--- src/rtl/core/ycc_pkg.sv ---
`timescale 1ns / 1ps

package ycc_pkg;

	localparam int DEF_MAX_WIDTH  = 4096;
	localparam int DEF_MAX_HEIGHT = 4096;

	// Configuration registers
	localparam int CFG_W   = 13;
	localparam int PADDR_W = 3;
	localparam int PDATA_W = 32;
	localparam logic [CFG_W-1:0] RST_WIDTH  = 13'd640;
	localparam logic [CFG_W-1:0] RST_HEIGHT = 13'd480;
	// Register select is paddr[2]
	localparam logic REG_WIDTH  = 1'b0;
	localparam logic REG_HEIGHT = 1'b1;

	// Line store entry: red, green and blue pair sums
	localparam int SUM_W  = 9;
	localparam int LINE_W = 3 * SUM_W;

	localparam int QUEUE_DEPTH = 4;

	// Luma arithmetic
	localparam int LUMA_ACC_W = 21;
	localparam logic [LUMA_ACC_W-1:0] LUMA_R   = 21'd2104;
	localparam logic [LUMA_ACC_W-1:0] LUMA_G   = 21'd4130;
	localparam logic [LUMA_ACC_W-1:0] LUMA_B   = 21'd802;
	localparam logic [LUMA_ACC_W-1:0] LUMA_OFS = 21'd135168;
	localparam logic [7:0] LUMA_MAX = 8'd235;

	// Chroma arithmetic
	localparam int CHR_ACC_W = 25;
	localparam logic signed [CHR_ACC_W-1:0] CB_R = -25'sd1214;
	localparam logic signed [CHR_ACC_W-1:0] CB_G = -25'sd2384;
	localparam logic signed [CHR_ACC_W-1:0] CB_B = 25'sd3598;
	localparam logic signed [CHR_ACC_W-1:0] CR_R = 25'sd3598;
	localparam logic signed [CHR_ACC_W-1:0] CR_G = -25'sd3013;
	localparam logic signed [CHR_ACC_W-1:0] CR_B = -25'sd585;
	localparam logic signed [CHR_ACC_W-1:0] CHR_OFS = 25'sd1052672;
	localparam logic [7:0] CHR_MIN = 8'd16;
	localparam logic [7:0] CHR_MAX = 8'd240;

	typedef struct packed {
		logic valid;
		logic chroma;
		logic last;
	} ycc_ctl_t;

	typedef struct packed {
		logic [7:0]  luma_value;
		logic [23:0] luma_address;
		logic        chroma_valid;
		logic [7:0]  cb_value;
		logic [7:0]  cr_value;
		logic [21:0] chroma_address;
		logic        frame_end;
	} ycc_result_t;

	function automatic int addr_bits(input int depth);
		return (depth > 1) ? $clog2(depth) : 1;
	endfunction

	// Even size, at least 2, at most maxv
	function automatic int eff_size(input logic [CFG_W-1:0] v, input int maxv);
		int e;
		e = int'({v[CFG_W-1:1], 1'b0});
		if (e < 2) e = 2;
		if (e > maxv) e = maxv;
		return e;
	endfunction

	function automatic logic [7:0] luma_clamp(input logic [LUMA_ACC_W-1:0] acc);
		logic [7:0] y;
		y = acc[LUMA_ACC_W-1:13];
		return (y > LUMA_MAX) ? LUMA_MAX : y;
	endfunction

	function automatic logic [7:0] chroma_clamp(input logic signed [CHR_ACC_W-1:0] acc);
		logic signed [CHR_ACC_W-1:0] v;
		v = acc >>> 13;
		if (acc < 0) return CHR_MIN;
		if (v < $signed({17'd0, CHR_MIN})) return CHR_MIN;
		if (v > $signed({17'd0, CHR_MAX})) return CHR_MAX;
		return v[7:0];
	endfunction

endpackage

--- src/rtl/core/ycc_calc.sv ---
`timescale 1ns / 1ps

module ycc_calc #(
	parameter int MAX_WIDTH  = ycc_pkg::DEF_MAX_WIDTH,
	parameter int MAX_HEIGHT = ycc_pkg::DEF_MAX_HEIGHT
) (
	input  logic                                   clk,
	input  logic                                   arst_n,
	input  ycc_pkg::ycc_ctl_t                      ctl_s1,
	input  logic [7:0]                             red_s1,
	input  logic [7:0]                             green_s1,
	input  logic [7:0]                             blue_s1,
	input  logic [ycc_pkg::LINE_W-1:0]             sums_s1,
	input  logic [ycc_pkg::LINE_W-1:0]             prev_sums,
	input  logic [$clog2(MAX_WIDTH)-1:0]           col_s1,
	input  logic [$clog2(MAX_HEIGHT)-1:0]          row_s1,
	input  logic [$clog2(MAX_WIDTH+1)-1:0]         eff_w,
	output logic                                   push,
	output ycc_pkg::ycc_result_t                   result
);

	localparam int EW = $clog2(MAX_WIDTH + 1);
	localparam int RW = $clog2(MAX_HEIGHT);
	localparam int SW = ycc_pkg::SUM_W;
	localparam int LW = ((RW + EW) > 24) ? (RW + EW + 1) : 25;
	localparam int YW = ycc_pkg::LUMA_ACC_W;
	localparam int AW_C = ycc_pkg::CHR_ACC_W;

	logic [YW-1:0]     y_acc;
	logic [LW-1:0]     luma_addr, chroma_addr;
	logic [SW+1:0]     blk_r, blk_g, blk_b;

	ycc_pkg::ycc_ctl_t ctl_s2;
	logic [7:0]        y_s2;
	logic [23:0]       la_s2;
	logic [21:0]       ca_s2;
	logic [SW-1:0]     avg_r_s2, avg_g_s2, avg_b_s2;

	logic signed [AW_C-1:0] cb_acc, cr_acc, ar, ag, ab;

	assign y_acc = ycc_pkg::LUMA_R * YW'(red_s1) + ycc_pkg::LUMA_G * YW'(green_s1)
		+ ycc_pkg::LUMA_B * YW'(blue_s1) + ycc_pkg::LUMA_OFS;

	assign luma_addr   = LW'(row_s1) * LW'(eff_w) + LW'(col_s1);
	assign chroma_addr = LW'(row_s1 >> 1) * LW'(eff_w >> 1) + LW'(col_s1 >> 1);

	// Block sums with rounding constant; average is bits above the low two
	assign blk_r = (SW+2)'(sums_s1[3*SW-1:2*SW]) + (SW+2)'(prev_sums[3*SW-1:2*SW])
		+ (SW+2)'(2);
	assign blk_g = (SW+2)'(sums_s1[2*SW-1:SW]) + (SW+2)'(prev_sums[2*SW-1:SW])
		+ (SW+2)'(2);
	assign blk_b = (SW+2)'(sums_s1[SW-1:0]) + (SW+2)'(prev_sums[SW-1:0]) + (SW+2)'(2);

	always_ff @(posedge clk or negedge arst_n) begin
		if (!arst_n) begin
			ctl_s2 <= '0;
		end else begin
			ctl_s2 <= ctl_s1;
		end
	end

	always_ff @(posedge clk) begin
		if (ctl_s1.valid) begin
			y_s2     <= ycc_pkg::luma_clamp(y_acc);
			la_s2    <= luma_addr[23:0];
			ca_s2    <= chroma_addr[21:0];
			avg_r_s2 <= blk_r[SW+1:2];
			avg_g_s2 <= blk_g[SW+1:2];
			avg_b_s2 <= blk_b[SW+1:2];
		end
	end

	assign ar = $signed({{(AW_C-SW){1'b0}}, avg_r_s2});
	assign ag = $signed({{(AW_C-SW){1'b0}}, avg_g_s2});
	assign ab = $signed({{(AW_C-SW){1'b0}}, avg_b_s2});

	assign cb_acc = ycc_pkg::CB_R * ar + ycc_pkg::CB_G * ag + ycc_pkg::CB_B * ab
		+ ycc_pkg::CHR_OFS;
	assign cr_acc = ycc_pkg::CR_R * ar + ycc_pkg::CR_G * ag + ycc_pkg::CR_B * ab
		+ ycc_pkg::CHR_OFS;

	assign push = ctl_s2.valid;

	always_comb begin
		result.luma_value     = y_s2;
		result.luma_address   = la_s2;
		result.chroma_valid   = ctl_s2.chroma;
		result.frame_end      = ctl_s2.last;
		// Zero the chroma fields unless a block completes
		result.cb_value       = ctl_s2.chroma ? ycc_pkg::chroma_clamp(cb_acc) : 8'd0;
		result.cr_value       = ctl_s2.chroma ? ycc_pkg::chroma_clamp(cr_acc) : 8'd0;
		result.chroma_address = ctl_s2.chroma ? ca_s2 : 22'd0;
	end

endmodule

--- config.mk ---
export PLATFORM = sky130hd
export DESIGN_NAME = ycc_calc
export DESIGN_NICKNAME = d
export VERILOG_FILES = /design/src/rtl/core/ycc_pkg.sv /design/src/rtl/core/ycc_calc.sv
export SDC_FILE = /design/constraint.sdc
export NUM_CORES = 2
export LEC_CHECK = 0
export BUFFER_PORTS_ARGS = -buffer_cell sky130_fd_sc_hd__buf_2
export CAP_MARGIN = 25
export CORE_MARGIN = 1.5
export CORE_UTILIZATION = 55
export CTS_CLUSTER_DIAMETER = 80
export CTS_CLUSTER_SIZE = 40
export DETAILED_ROUTE_END_ITERATION = 10
export GPL_ROUTABILITY_DRIVEN = 0
export PLACE_DENSITY = 0.73
export SYNTH_ARGS = -nofsm -noshare
export SYNTH_HDL_FRONTEND = slang
export SYNTH_SLANG_ARGS = --single-unit
--- constraint.sdc ---
create_clock -name clk -period 20.8 [get_ports clk]
set_clock_uncertainty 0.1 [all_clocks]
set_input_delay 2.08 -clock clk [delete_from_list [all_inputs] [get_ports clk]]
set_output_delay 2.08 -clock clk [all_outputs]
set_load 0.03 [all_outputs]
# --- Yosys cells after proc, flatten, opt, wreduce, memory -nomap -nowiden ---
# Cells that the tools add are included.
word_totals:
  regBits: 84
  input_bits: 120
  output_inout_bits: 73
  elab_cells: 71
classes:
  add_sub_neg: 17
  mul: 11
  magnitude_cmp: 7
  n_mux: 27
op_table:
  columns: ["cell", "n"]
  rows:
  - ["$mux W8", 14]
  - ["$add A25 B22 Y25 const B", 2]
  - ["$lt A25 B1 Y1 const B", 2]
  - ["$add A22 B23 Y24", 2]
  - ["$mul A11 B10 Y21 const A", 2]
  - ["$mul A11 B9 Y20 const A", 2]
  - ["$mul A9 B8 Y17 const A", 2]
  - ["$add A10 B2 Y11 const B", 3]
  - ["$add A9 B9 Y10", 3]
  - ["$add A24 B21 Y25", 1]
  - ["$add A24 B22 Y25", 1]
  - ["$add A24 B12 Y24", 1]
  - ["$gt A12 B9 Y1 const B", 2]
  - ["$lt A12 B6 Y1 const B", 2]
  - ["$mul A12 B13 Y24", 1]
  - ["$mul A13 B10 Y23 const A", 1]
  - ["$add A22 B11 Y22", 1]
  - ["$mul A11 B12 Y22", 1]
  - ["$mux W22", 1]
  - ["$add A20 B21 Y21", 1]
  - ["$add A21 B18 Y21", 1]
  - ["$add A21 B18 Y21 const B", 1]
  - ["$mul A12 B8 Y20 const A", 1]
  - ["$mul A9 B10 Y19 const A", 1]
  - ["2 further kinds", 13]

# --- Longest topological paths before layout ---
logic_depth:
  word_depth: 13
  mapped_depth: 41
  mapped_depth_nobuf: 41

# --- Least setup slack after synthesis ---
# Ideal clock, no wire load.
synth_path:
  path_type: "register to output"
  from: "register avg_r_s2[0]"
  to: "output port result[26] (netlist bit)"
  arrival_time_ns: 9.864
  required_ns: 18.620
  setup_slack_ns: 8.756
  stages_incl_launch_ff: 40
  path_buffers: 0
  path_cell_list: "edfxtp_1 inv_1 fa_1 ha_1 inv_1 fa_1 inv_1 ha_1 inv_1 fa_1 nor2b_1 o21ai_0 a21boi_0 o21ai_0 nand2b_1 nand2b_1 nand2_1 a21oi_1 [4 not listed] fa_1 fa_1 inv_1 fa_1 inv_1 fa_1 inv_1 fa_1 inv_1 ha_1 a21o_1 a2111o_1 or3_4 a31oi_1 xor2_1 or4_1 o2111ai_2 and3b_1"
synth_rtl:
  columns: ["element", "line_no", "source"]
  rows:
  - ["start, declared", "ycc_calc.sv:37", "logic [SW-1:0] avg_r_s2, avg_g_s2, avg_b_s2;"]
  - ["start signal, assigned", "ycc_calc.sv:67", "avg_r_s2 <= blk_r[SW+1:2];"]
  - ["end, declared", "ycc_calc.sv:19", "output ycc_pkg::ycc_result_t result"]

==> flow_summary.ini <==
[die]
ios = 193
die_h_um = 237
design.die.area_sq_um = 56100
die_w_um = 237
core_sq_um = 53900
rows = 85
start_util_pct = 55.8

[synth]
yosys_register_bits = 84
netlist.area_leader.share_pct = 32.9
synth-edff-count = 81
syn_inst = 3106
synth_top_family_by_area = adder cells
yosysWarningCount = 0
yosys.area_share.simple_pct = 8.71
synth_ff_type = edfxtp_1
ys_seq_area_share_pct = 8.33
synthTopCellsByArea = fa_1 (33%), ha_1 (26%), inv_1 (10%), edfxtp_1 (8.1%), xnor2_1 (3.7%)
synthArstFlopShare_pct = 3.57
synth_common_cells = inv_1 (814), ha_1 (628), fa_1 (495)
synthMuxAreaShare_pct = 0.0665
syn_nets = 4349
synth.avg_cell_area_sq_um = 9.69
syn_area_sq_um = 30100
synth-compound-area-share_pct = 7.71
synth_xor_xnor_area_share_pct = 5.59
yosysMostFrequentCell = inv_1
synth_top_area_cell = fa_1
yosysUniqueCellTypes = 70
synth-adder-area-share_pct = 59.0

[worst_setup_path]
cp_num_buf_inv = 11
worst_setup_path_end_kind = output port
worst_ep_required_time_ns = 18.62
cp.arrival_ns = 10.53
cp-start-kind = register
worst-setup-path-type = register to output port
worstSetupStartpoint = avg_r_s2[0]
crit_end = result[26]
path_depth = 41
critPathTopFamily = adder cells
critPathSlowestCell = fa_1
critPathMaxFanout = 18
critPathMaxStageDelay_ns = 0.54

[timing]
clock.fmax_mhz = 78.7
setup_viol = 0
fin_tns_setup_ns = 0
slew_headroom_pct = 33.6
rsz0062_at_grt = no
worst_pin_slew_ns = 0.995
min_period_ns = 12.71
hold-worst-slack_ns = 1.40
drv_slew = 0
finalCritPeriodShare_pct = 61.1
finalHoldViolCount = 0

[cts]
cts_buffer_depth = 2
numClockSinks = 84
path_clk_slew_ns = 0.07
clock-root-buffer = clkbuf_16
cts_buffers = 9
ctsHoldBuffers = 0
h-tree-depth = 3
cts_resized = 0
cts_setup_buffers = 0
tritoncts = yes

[layout]
drive_gt1_share_pct = 7.13
stdcell_count = 3979
n_antenna_cell = 0
fillCellCount = 4566
area_delta_synth_final_pct = 6.68
fin_nets = 4521
final_area_sq_um = 32100

[placement]
hpwl_mm = 59.6
placed_area_sq_um = 31800
port_buffers = 192
placed_cells = 3963

[routing]
first_pass_iters = 5
vias = 21200
drc = 0
wl_mm = 66.5
drt-initial-drc-count = 868
ant_nets = 0
vias_per_cell = 5.33
wire_per_inst_um = 16.7

[status]
status = completed

[grt]
grt_max_degree = 56
grt_pass1_vias = 22300
antenna_found_initial = 1
grt_usage_pct = 25.1
grt_pass1_wl_mm = 111
gr-total-overflow = 0

[hold_path]
hp-class = input pin to asynchronous set/reset pin

[run]
cap_violations = 0
[routing by layer]
metal / up-vias / track usage [%] / routed length, um / share of wire (%)
li1: 10200 / - / - / -
met1: 10400 / 32.7 / 28700 / 43
met2: 526 / 43.2 / 32100 / 48
met3: 83 / 3.61 / 3810 / 5.7
met4: 0 / 7.30 / 1870 / 2.8
met5: - / 0 / 0 / 0
[registers in the layout (all words and copies together), names as in the netlist]
| signal | flops |
|---|---|
| y_s2 | 8 |
| ca_s2 | 22 |
| la_s2 | 24 |
| push | 1 |
| avg_g_s2 | 9 |
| avg_r_s2 | 9 |
| result | 2 |
| avg_b_s2 | 9 |
[per-stage QoR]
stage	worst slack (ns)	util, %
2_1_floorplan	8.76	-
3_5_place_dp	8.51	59.0
6_report	8.09	59.6
5_1_grt	7.48	59.6
3_3_place_gp	8.63	59.0
4_1_cts	8.09	59.6
[cell usage in the layout (no fill, tap or decap), types with 15 or more instances in the layout]
master | synthesis | routed
and3_1 | 23 | 23
buf_2 | 0 | 191
ha_1 | 628 | 628
a21oi_1 | 108 | 108
nand2_1 | 141 | 141
and2_1 | 97 | 97
nor2b_1 | 16 | 16
xnor2_1 | 127 | 127
edfxtp_1 | 81 | 81
nor2_1 | 73 | 73
o21ai_0 | 53 | 53
inv_1 | 814 | 814
xor2_1 | 65 | 65
a31oi_1 | 21 | 21
a21o_1 | 50 | 50
nand3_1 | 32 | 32
a211oi_1 | 15 | 15
o21bai_1 | 21 | 21
nor3_1 | 31 | 31
fa_1 | 495 | 495
nand2b_1 | 25 | 25
[cell type report]
class | instances | area (sq um) | share of cell area (%)
clock buffer | 10 | 229 | 0.713
clock inverter | 6 | 53.8 | 0.168
inverter | 815 | 3060 | 9.53
multi-input combinational | 2173 | 24400 | 76.0
sequential | 84 | 2510 | 7.81
tap | 696 | 871 | 2.71
timing repair buffer | 195 | 986 | 3.07
[cells by family (layout without fill, tap and decap cells)]
kind of cell	after synthesis	count (layout)
AND/OR/NAND/NOR	504	504
XOR/XNOR	192	192
multiplexers	2	2
AO/OA/AOI/OAI	352	352
flip-flops	84	84
buffers and inverters	849	1026
adder cells (fa/ha/maj)	1123	1123
[how the worst min path moves through the flow]
stage / start / to / slack, ns / cells past startpoint
floorplan: arst_n / push / 1.68 / 0
global placement: arst_n / result[0] / 1.78 / 1
detailed placement: arst_n / result[39] / 1.78 / 1
CTS: arst_n / result[39] / 1.38 / 1
global route: arst_n / result[39] / 1.39 / 1
finish: arst_n / result[39] / 1.40 / 1
Power is left out: the tool's default activity adds up to more than one toggle a clock period on the data nets, which glitch-free logic cannot reach.
