File: src/rtl/core/ycc_pkg.sv
`timescale 1ns / 1ps

package ycc_pkg;

	localparam int DEF_MAX_WIDTH  = 4096;
	localparam int DEF_MAX_HEIGHT = 4096;

	// Configuration registers
	localparam int CFG_W   = 13;
	localparam int PADDR_W = 3;
	localparam int PDATA_W = 32;
	localparam logic [CFG_W-1:0] RST_WIDTH  = 13'd640;
	localparam logic [CFG_W-1:0] RST_HEIGHT = 13'd480;
	// Register select is paddr[2]
	localparam logic REG_WIDTH  = 1'b0;
	localparam logic REG_HEIGHT = 1'b1;

	// Line store entry: red, green and blue pair sums
	localparam int SUM_W  = 9;
	localparam int LINE_W = 3 * SUM_W;

	localparam int QUEUE_DEPTH = 4;

	// Luma arithmetic
	localparam int LUMA_ACC_W = 21;
	localparam logic [LUMA_ACC_W-1:0] LUMA_R   = 21'd2104;
	localparam logic [LUMA_ACC_W-1:0] LUMA_G   = 21'd4130;
	localparam logic [LUMA_ACC_W-1:0] LUMA_B   = 21'd802;
	localparam logic [LUMA_ACC_W-1:0] LUMA_OFS = 21'd135168;
	localparam logic [7:0] LUMA_MAX = 8'd235;

	// Chroma arithmetic
	localparam int CHR_ACC_W = 25;
	localparam logic signed [CHR_ACC_W-1:0] CB_R = -25'sd1214;
	localparam logic signed [CHR_ACC_W-1:0] CB_G = -25'sd2384;
	localparam logic signed [CHR_ACC_W-1:0] CB_B = 25'sd3598;
	localparam logic signed [CHR_ACC_W-1:0] CR_R = 25'sd3598;
	localparam logic signed [CHR_ACC_W-1:0] CR_G = -25'sd3013;
	localparam logic signed [CHR_ACC_W-1:0] CR_B = -25'sd585;
	localparam logic signed [CHR_ACC_W-1:0] CHR_OFS = 25'sd1052672;
	localparam logic [7:0] CHR_MIN = 8'd16;
	localparam logic [7:0] CHR_MAX = 8'd240;

	typedef struct packed {
		logic valid;
		logic chroma;
		logic last;
	} ycc_ctl_t;

	typedef struct packed {
		logic [7:0]  luma_value;
		logic [23:0] luma_address;
		logic        chroma_valid;
		logic [7:0]  cb_value;
		logic [7:0]  cr_value;
		logic [21:0] chroma_address;
		logic        frame_end;
	} ycc_result_t;

	function automatic int addr_bits(input int depth);
		return (depth > 1) ? $clog2(depth) : 1;
	endfunction

	// Even size, at least 2, at most maxv
	function automatic int eff_size(input logic [CFG_W-1:0] v, input int maxv);
		int e;
		e = int'({v[CFG_W-1:1], 1'b0});
		if (e < 2) e = 2;
		if (e > maxv) e = maxv;
		return e;
	endfunction

	function automatic logic [7:0] luma_clamp(input logic [LUMA_ACC_W-1:0] acc);
		logic [7:0] y;
		y = acc[LUMA_ACC_W-1:13];
		return (y > LUMA_MAX) ? LUMA_MAX : y;
	endfunction

	function automatic logic [7:0] chroma_clamp(input logic signed [CHR_ACC_W-1:0] acc);
		logic signed [CHR_ACC_W-1:0] v;
		v = acc >>> 13;
		if (acc < 0) return CHR_MIN;
		if (v < $signed({17'd0, CHR_MIN})) return CHR_MIN;
		if (v > $signed({17'd0, CHR_MAX})) return CHR_MAX;
		return v[7:0];
	endfunction

endpackage

File: src/rtl/core/ycc_outq.sv
`timescale 1ns / 1ps

module ycc_outq (
	input  logic                 clk,
	input  logic                 arst_n,
	input  logic                 in_accept,
	input  logic                 push,
	input  ycc_pkg::ycc_result_t push_data,
	input  logic                 out_stall,
	output logic                 out_valid,
	output ycc_pkg::ycc_result_t out_data,
	output logic                 in_stall
);

	localparam int DEPTH = ycc_pkg::QUEUE_DEPTH;
	localparam int PW = $clog2(DEPTH);
	localparam int CW = $clog2(DEPTH + 1);

	ycc_pkg::ycc_result_t slot_q [DEPTH];
	logic [PW-1:0] wr_ptr_q, rd_ptr_q;
	logic [CW-1:0] fill_q, credit_q;
	logic          pop;

	assign out_valid = fill_q != '0;
	assign out_data  = slot_q[rd_ptr_q];
	assign pop       = out_valid && !out_stall;
	// Hold off new requests once every slot is spoken for
	assign in_stall  = credit_q == CW'(DEPTH);

	always_ff @(posedge clk or negedge arst_n) begin
		if (!arst_n) begin
			wr_ptr_q <= '0;
			rd_ptr_q <= '0;
			fill_q   <= '0;
			credit_q <= '0;
		end else begin
			if (push) begin
				wr_ptr_q <= (wr_ptr_q == PW'(DEPTH - 1)) ? '0 : wr_ptr_q + PW'(1);
			end
			if (pop) begin
				rd_ptr_q <= (rd_ptr_q == PW'(DEPTH - 1)) ? '0 : rd_ptr_q + PW'(1);
			end
			fill_q   <= fill_q + CW'(push) - CW'(pop);
			credit_q <= credit_q + CW'(in_accept) - CW'(pop);
		end
	end

	always_ff @(posedge clk) begin
		if (push) begin
			slot_q[wr_ptr_q] <= push_data;
		end
	end

endmodule

File: config.mk
export PLATFORM = sky130hd
export DESIGN_NAME = ycc_outq
export DESIGN_NICKNAME = d
export VERILOG_FILES = /design/src/rtl/core/ycc_pkg.sv /design/src/rtl/core/ycc_outq.sv
export SDC_FILE = /design/constraint.sdc
export NUM_CORES = 1
export LEC_CHECK = 0
export BUFFER_PORTS_ARGS = -buffer_cell sky130_fd_sc_hd__clkbuf_2
export CORE_MARGIN = 5
export CORE_UTILIZATION = 53
export CTS_BUF_LIST = sky130_fd_sc_hd__clkbuf_8
export DETAILED_ROUTE_END_ITERATION = 12
export PLACE_DENSITY = 0.77
export SLEW_MARGIN = 0
export SYNTH_ARGS = -nofsm -noshare
export SYNTH_HDL_FRONTEND = slang
export SYNTH_SLANG_ARGS = --single-unit
File: constraint.sdc
create_clock -name clk -period 2.6 [get_ports clk]
set_input_delay 0 -clock clk [delete_from_list [all_inputs] [get_ports clk]]
set_output_delay 0 -clock clk [all_outputs]
set_load 0.02 [all_outputs]
# [After elaboration in Yosys (flattened, before gate mapping)]
# Memories as Yosys holds them, arrays and structs flattened.
# Index checks and enable logic that the tools add are counted.
[word_totals] register_bits=10 inputBits=77 ramBits=288 out_inout_bits=74 mem_count=1
[memory_table] name="slot_q" depth=4 width=72 read_ports=1 rd_ports_with_merged_regs=0 write_ports=1 line_no="ycc_outq.sv:19" text="ycc_pkg::ycc_result_t slot_q [DEPTH];"
[classes] reduce_logical=3 addsub=6 n_eq_ne=3 muxes=4
[ops] op="adder 3 x 1 -> 3 bit" count=2
[ops] op="subtractor 3 x 1 -> 3 bit" count=2
[ops] op="adder 2 x 1 -> 2 bit (second input constant)" count=2
[ops] op="== test 2 bit (second input constant)" count=2
[ops] op="two-way mux 2 bit" count=2
[ops] op="== test 3 bit (second input constant)" count=1
[ops] op="nonzero test 3 bit" count=1
[ops] op="two-way mux 1 bit" count=2
[ops] op="logical AND 1 bit" count=1
[ops] op="logical NOT 1 bit" count=1

# [Depth between registers and ports, before layout]
# Gate-level depths: netlist of the first run.
[logic_depth] ltp_word=3 depth_mapped=8 mapped_depth_nobuf=8

# [Worst setup path after synthesis of the first run]
# OpenSTA, ideal clock, no wires.
[synth_path] path_type="reg-to-reg" start="reg wr_ptr_q[0]" end="mem slot_q[0][0] (netlist name) (enable)" path_slack_ps=-141 path_buffers=0 required_ps=2162 arrival_ps=2304 path_stages_with_launch=4 setup_ps=438 path_cell_list="dfrtp_1 -> inv_1 -> ha_1 -> and2_1"
[synth_lines] element="start, declared" line_no="ycc_outq.sv:20" text="logic [PW-1:0] wr_ptr_q, rd_ptr_q;"
[synth_lines] element="start signal, assigned" line_no="ycc_outq.sv:38" text="wr_ptr_q <= (wr_ptr_q == PW'(DEPTH - 1)) ? '0 : wr_ptr_q + PW'(1);"
[synth_lines] element="end, declared" line_no="ycc_outq.sv:19"
# Straight into the memory's write port.

==> results of run 1 <==
## layout by cell type (no fill, tap or decap)
cell type        n
clkinv_2         2
or3b_2           1
buf_4            7
or4b_2           1
nand2_1          3
nor3_1           1
inv_1           26
dfrtp_4          2
nor2_1           1
fa_1             2
or4b_1           1
clkinv_1        11
ha_1             9
mux4_2          72
clkinvlp_4       1
buf_12           6
or3_1            1
and2_4           4
o211ai_2         1
nand2b_1         1
dfrtp_1          8
and3_1           1
o21ai_0          2
xnor2_1          2
clkbuf_8        47
xor2_1           2
o211ai_1         1
dlygate4sd3_1   77
edfxtp_1       288
clkbuf_2       150
bufinv_16        2
## power by group
| group | switching (mW) | leakage, nW | internal [mW] |
|---|---|---|---|
| registers | 0.425 | 2.76 | 6.18 |
| clock network | 1.66 | 0.471 | 1.86 |
| logic | 2.55 | 1.67 | 1.99 |
## per-layer routing
| layer | wire (µm) | track usage |
|---|---|---|
| met1 | 7990 | 0.222 |
| met2 | 11100 | 0.312 |
| met3 | 1400 | 0.0472 |
| met4 | 336 | 0.0500 |
| met5 | 0 | 0 |
## cell families (layout without fill, tap and decap cells)
family,count (synthesis),after routing,synth area share
xor+xnor,4,4,0.00319
simple gates,15,15,0.00842
mux,72,72,0.147
fa+ha+maj,11,11,0.0139
buf+inv,27,329,0.0149
compound gates,4,4,0.00273
flops,298,298,0.809
## flip-flops by register name (all words and copies together), names as in the netlist
register / flops
credit_q: 3
slot_q: 288
fill_q: 3
rd_ptr_q: 2
wr_ptr_q: 2
## cell type report
type | instances | area (µm²)
Sequential cell | 298 | 8910
Fill cell | 1329 | 6560
Multi-Input combinational cell | 106 | 1940
Timing Repair Buffer | 240 | 1690
Clock buffer | 47 | 647
Tap cell | 270 | 338
Clock inverter | 31 | 175
Inverter | 11 | 41.3
## how the worst max path moves through the flow
stage                startpoint      endpoint  slack (ns)  cells after the start
floorplan             fill_q[1]     fill_q[2]        0.50                      8
global placement      fill_q[2]     fill_q[2]        0.59                      8
detailed placement    fill_q[2]     fill_q[2]        0.53                      8
CTS                 rd_ptr_q[0]   out_data[7]        0.11                      3
global route        rd_ptr_q[0]  out_data[71]        0.02                      3
finish              rd_ptr_q[0]   out_data[5]        0.23                      3
## critical path: stages (launching register included)
cell and delay, ns:
dfrtp_4 0.68, buf_4 0.41, mux4_2 0.56, clkbuf_2 0.17
## Yosys cell counts
cell type	count
or3b_2	1
or4b_1	1
nand2_1	3
buf_6	6
edfxtp_1	288
or3_1	1
o211ai_1	1
buf_4	2
ha_1	9
and2_1	4
xnor2_1	2
o211ai_2	1
inv_1	11
or4b_2	1
dfrtp_1	10
mux4_2	72
xor2_1	2
nand2b_1	1
nor3_1	1
and3_1	1
nor2_1	1
o21ai_0	2
fa_1	2
buf_2	8
## stage by stage
step	total power, mW	util
after floorplan	9.76	-
after global placement	11.1	0.599
after detailed placement	11.3	0.599
after CTS	14.9	0.677
after global routing	15.4	0.677
final	14.7	0.677
==> metrics.md, run 1 <==
| Metric | Value |
|---|---|
| Status | finished clean |
| PnR worst setup slack | 0.229 ns |
| Placed Cells | 848 |
| Final period util | 0.912 |
| Min-delay worst type | in -> reg |
| Least-Margin Pin Slew | 0.672 ns |
| Worst-path clk slew | 0.07 ns |
| GPL Wtd Cong | 0.710 |
| Worst hold stages | 2 |
| Cells after synthesis | 431 |
| Unrepaired setup endpoints after global routing | false |
| Final ANT Viol Nets | 0 |
| Clock skew | 0.0170 ns |
| WP data arrival | 2.37 ns |
| Setup-failing EPs final | 0 |
| Grt ovf | 0 |
| Worst R2R Start | fill_q[2] |
| Worst hold start | push_data[43] |
| Total Routed Length | 20800 µm |
| Setup bufs post-CTS | 0 |
| Port Buffers | 150 |
| # H-tree levels | 2 |
| Vias in the first global route | 5897 |
| Clock tree buffer depth | 3 |
| Rows | 52 |
| Final Hold Fails | 0 |
| Die H | 154 µm |
| Num CTS Buffers | 46 |
| Max Fclk | 422 MHz |
| Via count | 5356 |
| Synth top area cells | edfxtp_1, mux4_2, dfrtp_1 |
| Layout cells sized above 1 | 0.404 |
| Pleak | 4.90 nW |
| CTS sink cnt | 298 |
| Fin Hold WS | 0.219 ns |
| Critical Path RT | 2.60 ns |
| First-pass GRT wire length | 33000 µm |
| Area leader, netlist | edfxtp_1 |
| Crit Path Category | reg -> out |
| I/O pin count | 151 |
| Setup TNS | 0 ns |
| Clock Latency Late Sink | 0.54 ns |
| Maximum vdd drop | 0.731 mV |
| Crit Path Max Fanout | 20 |
| Netlist Area Pre-Place | 11000 µm² |
| Post-CTS Hold Buffers | 77 |
| Initial antenna violation count | 0 |
| Avg Inst Size Synth | 25.5 µm² |
| Reg2Reg Depth | 8 |
| Diode count | 0 |
| TritonCTS clock tree | built |
| Die Wd | 154 µm |
| Place WS | 0.535 ns |
| R2R setup slack | 0.53 ns |
| P per Cell Area | 1070 nW/µm² |
| Syn_nets | 519 |
| Net count, final | 791 |
| Area after DPL | 12200 µm² |
| Top cell type's share of synthesized area | 0.787 |
| Post-CTS sizing | 0 |
| Netlist cell types | 24 |
| Max-cap viol count | 0 |
| Number of DRC markers in iteration 0 | 319 |
| Global Route Usage Sum | 0.179 |
| Die area | 23700 µm² |
| Yosys warnings | 0 |
| Wirelength per Cell | 20.8 µm |
| CP endpoint kind | output port |
| Worst setup SP type | register |
| Reg2reg end | fill_q[2] |
| Initial Utilization | 0.542 |
| Design Area, Final | 13700 µm² |
| Final slew viol count | 0 |
| Vias per inst | 5.34 |
| Final Critical Period | 2.37 ns |
| Worst Hold End | slot_q[0][43] |
| Largest net degree at the start of global routing | 44 |
| First-pass detailed-route iteration total | 5 |
| Number of synthesized register bits | 298 |
| Relative slew slack | 0.552 |
| Area Overhead vs Synth | 25.0% |
| Root buf cell | clkbuf_8 |
| Sequential share of the synthesized area | 0.809 |
| DP Wirelength | 12200 µm |
| Core Area | 20300 µm² |
| Final Non-Filler Cells | 1003 |
| Drt drc | 0 |
Note: power is estimated with default switching activity, not from simulation.
==> inputs of run 2 (changes only) <==
--- a/constraint.sdc
+++ b/constraint.sdc
@@ -3,2 +3,2 @@
 set_output_delay 0 -clock clk [all_outputs]
-set_load 0.02 [all_outputs]
+set_load 0.1 [all_outputs]
==> run 2 against run 1 <==
Compared with the run above:
- worst setup slack lost 0.11 ns
- flip-flop and latch count is the same
- largest cell class unchanged
- global-route usage grew 0.28 points
- worst hold slack gained 0.0026 ns
- register-to-register slack is essentially flat
- sequential share of layout area shrank 0.088 points
- non-clock buffer count is the same
- critical path depth is the same
- clock skew shrank 0.0020 ns
- wire length grew 1.1%
- core utilization grew 0.092 points
- count of clock-buffer cells in the layout grew 1
==> metrics.md, run 2 (same netlist as run 1, synthesis figures left out) <==
| Metric | Value |
|---|---|
| Relative slew slack | 0.556 |
| Final period util | 0.956 |
| Port Buffers | 150 |
| Clock Latency Late Sink | 0.54 ns |
| Grt ovf | 0 |
| TritonCTS clock tree | built |
| Initial Utilization | 0.542 |
| Number of DRC markers in iteration 0 | 322 |
| Final Hold Fails | 0 |
| Top reg by flops | slot_q |
| Wirelength per Cell | 20.9 µm |
| CP endpoint kind | output port |
| Max reg flops | 288 |
| # H-tree levels | 2 |
| WP data arrival | 2.48 ns |
| Drt drc | 0 |
| Global Route Usage Sum | 0.182 |
| Net count, final | 790 |
| Design Area, Final | 13800 µm² |
| Total Routed Length | 21000 µm |
| Via count | 5367 |
| Diode count | 0 |
| Commonest cells after routing, fill and taps aside | edfxtp_1, clkbuf_2, dlygate4sd3_1, mux4_2, clkbuf_8 |
| Die H | 154 µm |
| Clock skew | 0.0150 ns |
| Worst-path clk slew | 0.06 ns |
| DP Wirelength | 12000 µm |
| Final Critical Period | 2.48 ns |
| Rows | 52 |
| Cell Chain, Critical Path | buf_16 -> mux4_2 -> clkbuf_2 |
| Min-delay worst type | in -> reg |
| Die area | 23700 µm² |
| Num CTS Buffers | 45 |
| Crit Path Category | reg -> out |
| Vias per inst | 5.34 |
| Worst setup SP type | register |
| Root buf cell | clkbuf_8 |
| Largest regs | slot_q: 288 flops, credit_q: 3 flops, fill_q: 3 flops |
| First-pass GRT wire length | 33200 µm |
| Die Wd | 154 µm |
| Vias in the first global route | 6113 |
| Sequential cell area | 8910 µm² |
| Commonest non-fill, non-tap cell in the layout | edfxtp_1 |
| Final slew viol count | 0 |
| Initial antenna violation count | 0 |
| Crit Path Max Fanout | 39 |
| Core Area | 20300 µm² |
| Max-cap viol count | 0 |
| I/O pin count | 151 |
| Setup-failing EPs final | 0 |
| Clock tree buffer depth | 3 |
| GPL Wtd Cong | 0.736 |
| Area Overhead vs Synth | 25.2% |
| Crit-path leading delay family | flip-flops |
| Setup TNS | 0 ns |
| # fillers | 1280 |
| Critical Path RT | 2.60 ns |
| Footprint of the multi-input gates | 1940 µm² |
| Max Fclk | 402 MHz |
| Worst path max stage delay | 0.86 ns |
| Unrepaired setup endpoints after global routing | false |
| Final ANT Viol Nets | 0 |
| Layout cells sized above 1 | 0.403 |
| Least-Margin Pin Slew | 0.666 ns |
| Area after DPL | 12100 µm² |
| Slowest CP cell | dfrtp_4 |
| First-pass detailed-route iteration total | 4 |
| CTS sink cnt | 298 |
| Largest net degree at the start of global routing | 51 |
| CP Buf/Inv Count | 2 |
| Status | finished clean |
-- run 2: cell types whose count changed in the layout (fill, tap and decap cells not counted), sizes merged --
cell	delta
bufinv	-1
clkinv	-4
buf	+2
inv	+7
clkinvlp	-1
clkbuf	-1
-- run 2: final cells by class --
| cell class | instances | share of cell area |
|---|---|---|
| flip-flops and latches | 298 | 0.647 |
| multi-input cells | 106 | 0.141 |
| repair buffers | 240 | 0.125 |
| clock buffers | 48 | 0.0480 |
| well taps | 270 | 0.0245 |
| clock inverters | 32 | 0.0116 |
| inverters | 11 | 0.00300 |
-- run 2: timing repair --
item / 4_1_cts / 5_1_grt
endpoints found under the hold margin: 305 / 0
hold buffers: 77 / 0
gates resized for setup: 0 / 2
cloned: 0 / 0
setup buffers: 1 / 2
setup endpoints to repair: 72 / 23
-- run 2: path summary, 6_finish.rpt --
| check | from | to | slack [ns] | depth (start not counted) |
|---|---|---|---|---|
| min in group asynchronous | arst_n | wr_ptr_q[0] | 0.52 | 3 |
| min | push_data[60] | slot_q[3][60] | 0.22 | 2 |
| max reg2reg | fill_q[2] | fill_q[2] | 0.52 | 8 |
| min reg2reg | fill_q[2] | fill_q[2] | 0.55 | 1 |
| max | rd_ptr_q[1] | out_data[46] | 0.12 | 3 |
| max in group asynchronous | arst_n | rd_ptr_q[0] | 1.72 | 3 |
-- run 2: per-stage QoR --
stage	setup slack [ns]	cells	utilization	hold WS (ns)
2_1_floorplan	0.503	431	-	-0.296
3_3_place_gp	0.532	845	0.597	-0.126
3_5_place_dp	0.532	845	0.597	-0.117
4_1_cts	0.0326	1003	0.677	0.167
5_1_grt	0.0159	1005	0.678	0.186
6_report	0.115	1005	0.678	0.222
-- run 2: layer usage --
layer	wire length [µm]	share of wire	vias to the layer above	GRT usage
li1	-	-	2382	-
met1	8210	0.39	2765	0.228
met2	11200	0.53	183	0.312
met3	1280	0.061	37	0.0486
met4	393	0.019	0	0.0559
met5	0	0	-	0
Power of run 2 is not shown: default switching activity piles up to over one toggle a cycle in this logic, so the estimate is an artifact.
==> inputs of run 3 (changes only) <==
Settings changed: CAP_MARGIN from default to 20, CORE_ASPECT_RATIO from default to 0.8.
==> run 3 against run 2 <==
Compared with the run above:
- cell count about the same
- count of clock-buffer cells in the layout decreased by 1
- global-route usage decreased by 0.052 points
- core utilization decreased by 0.86 points
- via count increased by 1.1%
- flip-flop and latch count unchanged
- worst hold slack improved by 0.0098 ns
- register-to-register slack improved by 0.03 ns
==> metrics.md, run 3 (same netlist as run 1, synthesis figures left out) <==
| Metric | Value |
|---|---|
| Rows | 47 |
| GPL Wtd Cong | 0.751 |
| Final Non-Filler Cells | 1006 |
| Final ANT Viol Nets | 0 |
| Setup bufs post-CTS | 0 |
| Area Overhead vs Synth | 25.0% |
| Clock Latency Late Sink | 0.52 ns |
| Final period util | 0.920 |
| Die H | 139 µm |
| Layout cells sized above 1 | 0.404 |
| # fillers | 1291 |
| Core Area | 20500 µm² |
| Port Buffers | 150 |
| Max Fclk | 418 MHz |
| Final Hold Fails | 0 |
| Fin Hold WS | 0.232 ns |
| Via count | 5424 |
| Status | finished clean |
| Crit Path Category | reg -> out |
| Commonest cells after routing, fill and taps aside | edfxtp_1, clkbuf_2, dlygate4sd3_1, mux4_2, clkbuf_8 |
| Top Usage Layer GRT | met2 |
| Worst R2R Start | fill_q[1] |
| Grt met1 use | 0.250 |
| First-pass detailed-route iteration total | 8 |
| Relative slew slack | 0.604 |
| Net count, final | 790 |
| M2 GR Usage | 0.296 |
| Commonest non-fill, non-tap cell in the layout | edfxtp_1 |
| Largest net degree at the start of global routing | 52 |
| TritonCTS clock tree | built |
| CTS sink cnt | 298 |
| Global Route Usage Sum | 0.181 |
| Max reg flops | 288 |
| Max-cap viol count | 0 |
| Setup-failing EPs final | 0 |
| Worst setup SP type | register |
| Placed Cells | 847 |
| Vias per inst | 5.39 |
| Least-Margin Pin Slew | 0.597 ns |
| Clock tree buffer depth | 3 |
| Diode count | 0 |
| # H-tree levels | 2 |
| Largest regs | slot_q: 288 flops, credit_q: 3 flops, fill_q: 3 flops |
| Design Area, Final | 13700 µm² |
| CP endpoint kind | output port |
| I/O pin count | 151 |
| M3 GR Usage | 0.0433 |
| Worst Setup SP | rd_ptr_q[1] |
| Num CTS Buffers | 45 |
| Setup TNS | 0 ns |
| Root buf cell | clkbuf_8 |
| Grt ovf | 0 |
| Critical Path RT | 2.60 ns |
| Wirelength per Cell | 21.0 µm |
| Top reg by flops | slot_q |
| Initial Utilization | 0.536 |
| First-pass GRT wire length | 33000 µm |
| Initial antenna violation count | 0 |
| Worst-path clk slew | 0.06 ns |
| Die area | 23700 µm² |
| Vias in the first global route | 6004 |
| Unrepaired setup endpoints after global routing | false |
| DP Wirelength | 12800 µm |
| Number of DRC markers in iteration 0 | 398 |
| Clock skew | 0.0150 ns |
| Final slew viol count | 0 |
| Die Wd | 171 µm |
| Min-delay worst type | in -> reg |
| Drt drc | 0 |
| Crit Path Max Fanout | 31 |
| Worst hold start | push_data[57] |
| Final Critical Period | 2.39 ns |
| Total Routed Length | 21100 µm |
| Area after DPL | 12100 µm² |
| WP data arrival | 2.39 ns |
[run 3: cell types whose count changed in the layout (fill, tap and decap cells not counted)]
cell        before  now
inv_1           31   27
buf_2            2    0
clkbuf_8        48   47
clkbuf_2       148  150
inv_6            1    0
clkinv_4         0    1
clkinv_2         1    4
buf_16           1    0
clkinv_1         8   12
clkinvlp_4       0    1
buf_4            6    7
inv_8            1    0
[run 3: timing repair]
action | CTS | global route
hold buffers | 77 | 0
endpoints found under the hold margin | 305 | 0
resized for setup | 0 | 0
[run 3: final timing paths]
kind	cells past startpoint	endpoint	slack, ns
worst min-delay path	2	slot_q[1][57]	0.23
worst max-delay path	3	out_data[12]	0.21
max in group asynchronous	3	rd_ptr_q[0]	1.70
worst min register to register	1	fill_q[2]	0.52
worst max register to register	8	fill_q[2]	0.55
min in group asynchronous	3	credit_q[1]	0.52
[run 3: worst max-delay path, cell delays in order (launching register included)]
cell      delay [ns]
dfrtp_4         0.75
buf_4           0.36
mux4_2          0.36
clkbuf_2        0.39
[run 3: layout make-up]
class                           instances  area [µm²]  share of cell area
Inverter                               11        41.3             0.00301
Sequential cell                       298        8910               0.648
Multi-Input combinational cell        106        1940               0.141
Timing Repair Buffer                  240        1690               0.123
Clock buffer                           47         647              0.0471
Clock inverter                         35         171              0.0125
Tap cell                              269         337              0.0245
[run 3: per-layer routing]
layer / part of all wire / up-vias
li1: - / 2382
met1: 0.41 / 2788
met2: 0.50 / 223
met3: 0.075 / 31
met4: 0.014 / 0
met5: 0 / -
[run 3: metrics by stage]
step                worst slack (ns)  utilization
global placement               0.602        0.592
CTS                            0.135        0.669
floorplan                      0.503            -
detailed placement             0.553        0.592
finish                         0.208        0.669
global route                  0.0601        0.669
Power of run 3 is left out for the same reason.
